[src/hw/rtl/ufd_pkg.sv]
// Shared types and constants of the UTF-8 validating decoder.
// No dependencies; imported by the front, queue, back and checker modules.
`default_nettype none

package ufd_pkg;

  // Result status codes as seen on the output ports.
  localparam logic [1:0] STATUS_OK  = 2'd0;
  localparam logic [1:0] STATUS_INV = 2'd1;
  localparam logic [1:0] STATUS_INC = 2'd2;

  localparam int unsigned CpW = 31;

  // What the back end does for one result.
  typedef enum logic [1:0] {
    OP_OK,     // value is final, status ok
    OP_CHECK,  // completed multi-byte value, check form and scalar rules
    OP_INV,    // invalid sequence
    OP_INC     // incomplete sequence
  } ufd_op_e;

  // One queue word: the results caused by one input byte.
  typedef struct packed {
    ufd_op_e          op0;
    logic [CpW-1:0]   val0;
    logic [2:0]       len0;
    logic             has1;
    ufd_op_e          op1;
    logic [6:0]       val1;
  } ufd_entry_t;

endpackage

`default_nettype wire

[src/hw/rtl/ufd_front.sv]
// Front end: accepts bytes, tracks the pending sequence and classifies results.
// Depends on ufd_pkg.
`default_nettype none

module ufd_front
  import ufd_pkg::*;
(
  input  wire logic       clk_i,
  input  wire logic       rst_ni,
  input  wire logic       accept_i,
  input  wire logic [7:0] data_byte_i,
  input  wire logic       end_of_data_i,
  output ufd_entry_t      entry_o,
  output logic            push_o
);

  typedef struct packed {
    logic       emit;
    ufd_op_e    op;
    logic [6:0] val;
    logic       start;
    logic [2:0] len;
    logic [4:0] payload;
  } lead_t;

  function automatic lead_t take_lead(input logic [7:0] b, input logic eod);
    lead_t r;
    r = '0;
    r.op = OP_INV;
    if (!b[7]) begin
      r.emit = 1'b1;
      r.op   = OP_OK;
      r.val  = b[6:0];
    end else if (!b[6]) begin
      r.emit = 1'b1;
    end else if (!b[5]) begin
      r.start = 1'b1; r.len = 3'd2; r.payload = b[4:0];
    end else if (!b[4]) begin
      r.start = 1'b1; r.len = 3'd3; r.payload = {1'b0, b[3:0]};
    end else if (!b[3]) begin
      r.start = 1'b1; r.len = 3'd4; r.payload = {2'b0, b[2:0]};
    end else if (!b[2]) begin
      r.start = 1'b1; r.len = 3'd5; r.payload = {3'b0, b[1:0]};
    end else if (!b[1]) begin
      r.start = 1'b1; r.len = 3'd6; r.payload = {4'b0, b[0]};
    end else begin
      r.emit = 1'b1;
    end
    if (r.start && eod) begin
      r.start = 1'b0;
      r.emit  = 1'b1;
      r.op    = OP_INC;
    end
    return r;
  endfunction

  logic [CpW-1:0] acc_q, acc_d;
  logic [2:0]     rem_q, rem_d;
  logic [2:0]     len_q, len_d;
  lead_t          lead;
  logic [CpW-1:0] acc_next;
  logic           has_result;

  assign lead     = take_lead(data_byte_i, end_of_data_i);
  assign acc_next = {acc_q[CpW-7:0], data_byte_i[5:0]};

  always_comb begin
    acc_d      = acc_q;
    rem_d      = rem_q;
    len_d      = len_q;
    entry_o    = '0;
    has_result = 1'b0;
    if (rem_q == 3'd0) begin
      if (lead.emit) begin
        has_result   = 1'b1;
        entry_o.op0  = lead.op;
        entry_o.val0 = {{(CpW-7){1'b0}}, lead.val};
      end
      if (lead.start) begin
        acc_d = {{(CpW-5){1'b0}}, lead.payload};
        rem_d = lead.len - 3'd1;
        len_d = lead.len;
      end
    end else if (data_byte_i[7:6] == 2'b10) begin
      if (rem_q == 3'd1) begin
        has_result   = 1'b1;
        entry_o.op0  = OP_CHECK;
        entry_o.val0 = acc_next;
        entry_o.len0 = len_q;
        acc_d = '0; rem_d = '0; len_d = '0;
      end else if (end_of_data_i) begin
        has_result  = 1'b1;
        entry_o.op0 = OP_INC;
        acc_d = '0; rem_d = '0; len_d = '0;
      end else begin
        acc_d = acc_next;
        rem_d = rem_q - 3'd1;
      end
    end else begin
      // The breaking byte ends the old sequence and is then taken as a lead.
      has_result  = 1'b1;
      entry_o.op0 = (data_byte_i == 8'h00) ? OP_INC : OP_INV;
      acc_d = '0; rem_d = '0; len_d = '0;
      if (lead.emit) begin
        entry_o.has1 = 1'b1;
        entry_o.op1  = lead.op;
        entry_o.val1 = lead.val;
      end
      if (lead.start) begin
        acc_d = {{(CpW-5){1'b0}}, lead.payload};
        rem_d = lead.len - 3'd1;
        len_d = lead.len;
      end
    end
  end

  assign push_o = accept_i & has_result;

  always_ff @(posedge clk_i or negedge rst_ni) begin
    if (!rst_ni) begin
      acc_q <= '0;
      rem_q <= '0;
      len_q <= '0;
    end else if (accept_i) begin
      acc_q <= acc_d;
      rem_q <= rem_d;
      len_q <= len_d;
    end
  end

endmodule

`default_nettype wire

[src/hw/rtl/ufd_queue.sv]
// Small word queue between the front and back ends of the decoder.
// Depends on ufd_pkg for the queue word type.
`default_nettype none

module ufd_queue
  import ufd_pkg::*;
#(
  parameter int unsigned Depth = 4
) (
  input  wire logic        clk_i,
  input  wire logic        rst_ni,
  input  wire logic        push_i,
  input  ufd_entry_t       wdata_i,
  output logic             full_o,
  input  wire logic        pop_i,
  output ufd_entry_t       rdata_o,
  output logic             empty_o
);

  localparam int unsigned PtrW = (Depth > 1) ? $clog2(Depth) : 1;
  localparam int unsigned CntW = $clog2(Depth + 1);

  ufd_entry_t        mem_q [Depth];
  logic [PtrW-1:0]   wr_ptr_q, rd_ptr_q;
  logic [CntW-1:0]   cnt_q;
  logic              do_push, do_pop;

  assign full_o  = (cnt_q == CntW'(Depth));
  assign empty_o = (cnt_q == '0);
  assign do_push = push_i & ~full_o;
  assign do_pop  = pop_i & ~empty_o;
  assign rdata_o = mem_q[rd_ptr_q];

  always_ff @(posedge clk_i) begin
    if (do_push) begin
      mem_q[wr_ptr_q] <= wdata_i;
    end
  end

  always_ff @(posedge clk_i or negedge rst_ni) begin
    if (!rst_ni) begin
      wr_ptr_q <= '0;
      rd_ptr_q <= '0;
      cnt_q    <= '0;
    end else begin
      if (do_push) begin
        wr_ptr_q <= (wr_ptr_q == PtrW'(Depth - 1)) ? '0 : wr_ptr_q + 1'b1;
      end
      if (do_pop) begin
        rd_ptr_q <= (rd_ptr_q == PtrW'(Depth - 1)) ? '0 : rd_ptr_q + 1'b1;
      end
      if (do_push && !do_pop) begin
        cnt_q <= cnt_q + 1'b1;
      end else if (do_pop && !do_push) begin
        cnt_q <= cnt_q - 1'b1;
      end
    end
  end

endmodule

`default_nettype wire

[src/hw/rtl/ufd_back.sv]
// Back end: checks completed values, splits words into results, output register.
// Depends on ufd_pkg.
`default_nettype none

module ufd_back
  import ufd_pkg::*;
(
  input  wire logic           clk_i,
  input  wire logic           rst_ni,
  input  wire logic           cfg_we_i,
  input  wire logic           cfg_wdata_i,
  input  ufd_entry_t          head_i,
  input  wire logic           head_valid_i,
  output logic                head_pop_o,
  output logic                empty_o,
  input  wire logic           pop_i,
  output logic [CpW-1:0]      code_point_o,
  output logic [1:0]          status_o,
  output logic                last_o
);

  function automatic logic [2:0] form_length(input logic [CpW-1:0] v);
    if (v < 31'h80)      return 3'd1;
    if (v < 31'h800)     return 3'd2;
    if (v < 31'h10000)   return 3'd3;
    if (v < 31'h200000)  return 3'd4;
    if (v < 31'h4000000) return 3'd5;
    return 3'd6;
  endfunction

  function automatic logic scalar_ok(input logic [CpW-1:0] v);
    if (v >= 31'h110000) return 1'b0;
    if ((v & 31'h7FFFF800) == 31'h0000D800) return 1'b0;
    if (v >= 31'hFDD0 && v <= 31'hFDEF) return 1'b0;
    if (v[15:1] == 15'h7FFF) return 1'b0;
    return 1'b1;
  endfunction

  logic           strict_q;
  logic           phase_q;
  logic           out_vld_q;
  logic [CpW-1:0] cp_q, cp_d;
  logic [1:0]     st_q, st_d;
  logic           last_q, last_d;
  ufd_op_e        cur_op;
  logic [CpW-1:0] cur_val;
  logic           load;

  assign cur_op  = phase_q ? head_i.op1 : head_i.op0;
  assign cur_val = phase_q ? {{(CpW-7){1'b0}}, head_i.val1} : head_i.val0;
  assign last_d  = phase_q | ~head_i.has1;

  always_comb begin
    cp_d = '0;
    st_d = STATUS_INV;
    unique case (cur_op)
      OP_OK: begin
        cp_d = cur_val;
        st_d = STATUS_OK;
      end
      OP_CHECK: begin
        if ((form_length(cur_val) == head_i.len0) && (!strict_q || scalar_ok(cur_val))) begin
          cp_d = cur_val;
          st_d = STATUS_OK;
        end
      end
      OP_INV: st_d = STATUS_INV;
      OP_INC: st_d = STATUS_INC;
      default: st_d = STATUS_INV;
    endcase
  end

  assign load       = head_valid_i & (~out_vld_q | pop_i);
  assign head_pop_o = load & last_d;
  assign empty_o    = ~out_vld_q;

  always_ff @(posedge clk_i or negedge rst_ni) begin
    if (!rst_ni) begin
      strict_q  <= 1'b1;
      phase_q   <= 1'b0;
      out_vld_q <= 1'b0;
    end else begin
      if (cfg_we_i) begin
        strict_q <= cfg_wdata_i;
      end
      if (load) begin
        phase_q   <= ~last_d;
        out_vld_q <= 1'b1;
      end else if (pop_i) begin
        out_vld_q <= 1'b0;
      end
    end
  end

  always_ff @(posedge clk_i) begin
    if (load) begin
      cp_q   <= cp_d;
      st_q   <= st_d;
      last_q <= last_d;
    end
  end

  assign code_point_o = cp_q;
  assign status_o     = st_q;
  assign last_o       = last_q;

endmodule

`default_nettype wire

[src/hw/rtl/utf8_validating_decoder_top.sv]
// Top level of the UTF-8 validating decoder: front end, word queue, back end.
// Depends on ufd_pkg, ufd_front, ufd_queue and ufd_back.
//
//   Channel   Direction  Handshake              Payload
//   input     in         push / full            data_byte_i, end_of_data_i
//   result    out        empty / pop            code_point_o, status_o, last_o
//   config    in         cfg_we_i               cfg_wdata_i (strict scalar checks)
//
// One byte is accepted per cycle while the queue is not full. A result passes through
// the queue and then the output register before it shows on the outputs.
// A byte that breaks a pending sequence and is itself a complete item yields two
// results, which leave the output register one after the other; the queue of
// QueueDepth words absorbs such bursts, and full rises only when it is filled.
// Reset clears the pending sequence, the queue and the output register and
// turns strict checking on. No clearing pass is needed after reset.
`default_nettype none

module utf8_validating_decoder_top
  import ufd_pkg::*;
#(
  parameter int unsigned QueueDepth = 4
) (
  input  wire logic        clk_i,
  input  wire logic        rst_ni,
  input  wire logic        push,
  output logic             full,
  input  wire logic [7:0]  data_byte_i,
  input  wire logic        end_of_data_i,
  output logic             empty,
  input  wire logic        pop,
  output logic [30:0]      code_point_o,
  output logic [1:0]       status_o,
  output logic             last_o,
  input  wire logic        cfg_we_i,
  input  wire logic        cfg_wdata_i
);

  // Words between front and back end: one per byte that causes any result.
  ufd_entry_t q_wdata, q_rdata;
  logic       q_push, q_full, q_pop, q_empty;
  logic       accept;

  // A byte is taken whenever the queue has room for the word it may create.
  assign accept = push & ~q_full;
  assign full   = q_full;

  ufd_front u_front (
    .clk_i         (clk_i),
    .rst_ni        (rst_ni),
    .accept_i      (accept),
    .data_byte_i   (data_byte_i),
    .end_of_data_i (end_of_data_i),
    .entry_o       (q_wdata),
    .push_o        (q_push)
  );

  ufd_queue #(
    .Depth (QueueDepth)
  ) u_queue (
    .clk_i   (clk_i),
    .rst_ni  (rst_ni),
    .push_i  (q_push),
    .wdata_i (q_wdata),
    .full_o  (q_full),
    .pop_i   (q_pop),
    .rdata_o (q_rdata),
    .empty_o (q_empty)
  );

  // The back end turns each word into one or two results and applies the
  // range and noncharacter checks under the strict setting.
  ufd_back u_back (
    .clk_i        (clk_i),
    .rst_ni       (rst_ni),
    .cfg_we_i     (cfg_we_i),
    .cfg_wdata_i  (cfg_wdata_i),
    .head_i       (q_rdata),
    .head_valid_i (~q_empty),
    .head_pop_o   (q_pop),
    .empty_o      (empty),
    .pop_i        (pop),
    .code_point_o (code_point_o),
    .status_o     (status_o),
    .last_o       (last_o)
  );

endmodule

`default_nettype wire

[config.mk]
export PLATFORM = sky130hd
export DESIGN_NAME = utf8_validating_decoder_top
export DESIGN_NICKNAME = d
export VERILOG_FILES = /design/src/hw/rtl/ufd_pkg.sv /design/src/hw/rtl/ufd_front.sv /design/src/hw/rtl/ufd_queue.sv /design/src/hw/rtl/ufd_back.sv /design/src/hw/rtl/utf8_validating_decoder_top.sv
export SDC_FILE = /design/constraint.sdc
export NUM_CORES = 1
export LEC_CHECK = 0
export ABC_AREA = 1
export BUFFER_PORTS_ARGS = -buffer_cell sky130_fd_sc_hd__buf_4
export CELL_PAD_IN_SITES_DETAIL_PLACEMENT = 1
export CELL_PAD_IN_SITES_GLOBAL_PLACEMENT = 2
export CORE_MARGIN = 2
export CORE_UTILIZATION = 41
export DETAILED_ROUTE_END_ITERATION = 8
export HOLD_SLACK_MARGIN = 0.02
export PLACE_DENSITY = 0.84
export SLEW_MARGIN = 20
export SYNTH_ARGS = -nofsm -noshare
export SYNTH_HDL_FRONTEND = slang
export SYNTH_HIERARCHICAL = 1
export SYNTH_SLANG_ARGS = --single-unit
[constraint.sdc]
create_clock -name clk_i -period 5 [get_ports clk_i]
set_clock_uncertainty 0.15 [all_clocks]
set_input_delay 0.5 -clock clk_i [delete_from_list [all_inputs] [get_ports clk_i]]
set_output_delay 0.5 -clock clk_i [all_outputs]
set_load 0.02 [all_outputs]
==> impl_metrics.py <==
metrics = {
    "placed_design": {
        "gp_congestion": 0.802,
        "dpl.hpwl_mm": 20.6,
        "portBuffers": 50,
        "dp.cells": 1626,
        "dp_worst_setup_slack_ps": 1120,
    },
    "critical_path": {
        "timing.rr.start": "u_queue/rd_ptr_q[0]$_DFFE_PN0P_",
        "cpMaxStageDelayCell": "dfrtp_4",
        "reg2reg_slack_ps": 1070,
        "critPathMaxStageDelay_ps": 1070,
        "ff2ff_path_depth": 14,
        "crit_fanout": 82,
        "cp_cell_sequence": "buf_4 -> nand2_1 -> o211ai_1 -> nand2_1 -> inv_1 -> a21oi_1 -> nor3_1 -> nand3_1 -> nand3b_1 -> nand3_2 -> nor2_4 -> nand2_2 -> nand2_1 -> nand2_1",
        "cp-start-kind": "register",
        "crit_arrival_ps": 4090,
        "worstSetupPathType": "register to register",
        "crit_top_cell": "nand2_1",
        "cp-end-kind": "register",
        "cp.required_ps": 5150,
        "r2r_end": "u_back/status_o[0]$_DFFE_PP_",
    },
    "floorplanning": {
        "initial_core_util": 0.413,
        "ios": 51,
        "die_width_um": 179,
        "core_area_um2": 30400,
        "die_area_um2": 32100,
        "die_y_um": 179,
        "rows": 64,
    },
    "yosys": {
        "yosysTopAreaCellShare": 0.520,
        "ys_warn_count": 6,
        "yosysSeqAreaShare": 0.602,
        "synthTopCellsByCount": "nand2_1, edfxtp_1, inv_1",
        "synth_area_per_cell_um2": 10.3,
        "synth-main-ff-cell": "edfxtp_1",
        "synthTopCellsByArea": "edfxtp_1, nand2_1, dfrtp_1, inv_1, o211ai_2",
        "synth_top_area_cell": "edfxtp_1",
        "synthCells": 1221,
        "syn-cell-area_um2": 12600,
        "yosysUniqueCellTypes": 44,
        "yosys.cell_count.top_type": "nand2_1",
        "synth_edf_count": 218,
        "ys_ff_latch": 259,
        "async_reset_ff_frac": 0.158,
        "synth_fp_nets": 1247,
    },
    "sta": {
        "finalCriticalPeriod_ps": 3930,
        "slew_viol_final": 0,
        "hold_viol_final": 0,
        "finalSetupTns_ps": 0,
        "max_freq_mhz": 254,
        "slew-limit-headroom": 0.357,
        "setup_violations": 0,
        "rsz0062_at_grt": "no",
        "final.period_utilization": 0.786,
        "worst_slack_ps": 1070,
        "tightest_slew_ps": 961,
    },
    "flow_run": {
        "drv_cap": 0,
    },
    "global_route": {
        "overflow": 0,
        "grt_first_pass_wirelength_mm": 48.9,
        "track_usage": 0.198,
        "grt_antenna_before_repair": 0,
        "grt_pass1_vias": 8885,
        "grt_start_max_net_pins": 83,
    },
    "clock_tree": {
        "clk_path_buf_depth": 3,
        "cts_buffers": 28,
        "h-tree-depth": 1,
        "cts_sinks": 259,
        "cts_resized": 0,
        "clock_latency_ps": 550,
        "cts_tree": "done",
        "clkSlewWorstSetupHoldPaths_ps": 60,
        "root_buffer": "clkbuf_16",
        "cts_setup_buffers": 0,
        "postCtsHoldBufs": 1,
    },
    "finish": {
        "layout.nets": 1287,
        "n_fill_cell": 3398,
        "syn_to_final_growth_pct": 12.6,
        "drive_gt1_frac": 0.171,
        "finalNonFillerCells": 1679,
        "num_antenna_cells": 0,
        "finish.utilization": 0.465,
    },
    "power_and_ir_drop": {
        "leakage_nw": 5.92,
        "p_per_area_nw_per_um2": 637,
        "peakVddDrop_uv": 271,
    },
    "routing": {
        "drt_first_pass_iters": 5,
        "ant_nets": 0,
        "vias": 8485,
        "drt_wl_total_mm": 30.4,
        "via_per_inst": 5.05,
        "drcViolationCount": 0,
        "wl_per_cell_um": 18.1,
        "drtIter0Drc": 634,
    },
    "min_path": {
        "hold_class": "input pin to register",
        "worstHoldPathCells": 2,
        "hold_start": "cfg_wdata_i",
        "hold_path_end": "u_back/strict_q$_DFFE_PN1P_",
    },
    "outcome": {
        "status": "finished, final reports clean",
    },
}
[layout by cell type (no fill, tap or decap), types with 5 or more instances in the layout]
cell         n
nor2_2       6
a21oi_1     16
clkbuf_16   29
o211ai_1    46
clkinv_2     6
nor2_1      81
nand2_2      9
o21ai_2     19
inv_1      163
nor3_1       9
dfrtp_1     38
o211ai_2    46
edfxtp_1   218
ha_1        10
nand3_1     27
nand4_1     29
o21ai_0     23
inv_2        5
nand2_1    380
nor2_4       7
buf_4       63
[how the worst max path moves through the flow]
stage / startpoint / end / slack (ps)
floorplan: u_queue/cnt_q[0]$_DFFE_PN0P_ / u_queue/mem_q[0][0]$_DFFE_PP_ / 1000
global placement: u_queue/rd_ptr_q[0]$_DFFE_PN0P_ / u_back/status_o[0]$_DFFE_PP_ / 1210
detailed placement: u_queue/rd_ptr_q[0]$_DFFE_PN0P_ / u_back/status_o[0]$_DFFE_PP_ / 1120
CTS: u_queue/rd_ptr_q[0]$_DFFE_PN0P_ / u_back/status_o[0]$_DFFE_PP_ / 1090
global route: u_queue/rd_ptr_q[0]$_DFFE_PN0P_ / u_back/status_o[0]$_DFFE_PP_ / 640
finish: u_queue/rd_ptr_q[0]$_DFFE_PN0P_ / u_back/status_o[0]$_DFFE_PP_ / 1070
[logic make-up (layout without fill, tap and decap cells)]
logic type / Yosys count / after routing / share of synthesized area
simple gates: 561 / 561 / 0.187
fa+ha+maj: 11 / 11 / 0.0115
compound gates: 160 / 160 / 0.108
xor+xnor: 2 / 2 / 0.00139
mux: 1 / 1 / 0.000895
buf+inv: 227 / 289 / 0.0891
flops: 259 / 259 / 0.602
[area by class of cell]
type                            instances  area, um^2  share of cell area
Timing Repair Buffer                   67         543              0.0383
Sequential cell                       259        7580               0.535
Inverter                              170         641              0.0452
Clock buffer                           34         785              0.0554
Clock inverter                         18         204              0.0144
Multi-Input combinational cell        735        3920               0.276
Tap cell                              396         495              0.0350
[per-stage QoR]
step                      hold slack (ps)  area (um^2)  total power [mW]
final                                61.7        14200              9.02
after global routing                 56.2        14200              9.66
after CTS                            49.9        14200              9.10
after detailed placement              319        13200              6.91
after global placement                316        13200              6.80
after floorplan                      54.4        12600              5.96
[sequential cells by signal (all words and copies together) (netlist names)]
| register | cells |
|---|---|
| u_front/acc_q | 25 |
| u_back/status_o | 2 |
| u_back/last_o | 1 |
| u_back/strict_q | 1 |
| u_back/code_point_o | 31 |
| u_queue/wr_ptr_q | 2 |
| u_front/len_q | 3 |
| u_back/out_vld_q | 1 |
| u_back/phase_q | 1 |
| u_front/rem_q | 3 |
| u_queue/mem_q | 184 |
| u_queue/cnt_q | 3 |
| u_queue/rd_ptr_q | 2 |
[power breakdown]
part	total [mW]	leakage (nW)	switching [mW]	internal, mW
clock network	2.17	0.479	0.849	1.32
logic	3.59	2.83	2.56	1.04
registers	3.26	2.61	0.276	2.98
[critical path: cells and delay by family, from the launching register on]
| family | cells | cell delay, ps |
|---|---|---|
| AND/OR/NAND/NOR | 10 | 1760 |
| flip-flops | 1 | 1070 |
| AO/OA/AOI/OAI | 2 | 150 |
| buffers and inverters | 2 | 540 |
[metal layers]
metal | track usage | vias to the layer above | wire (um)
met3 | 0.0271 | 33 | 1430
li1 | - | 4152 | -
met2 | 0.331 | 166 | 14500
met4 | 0.0501 | 0 | 480
met5 | 0 | - | 0
met1 | 0.272 | 4134 | 14000
No activity file was read; power rests on OpenSTA's default activity.
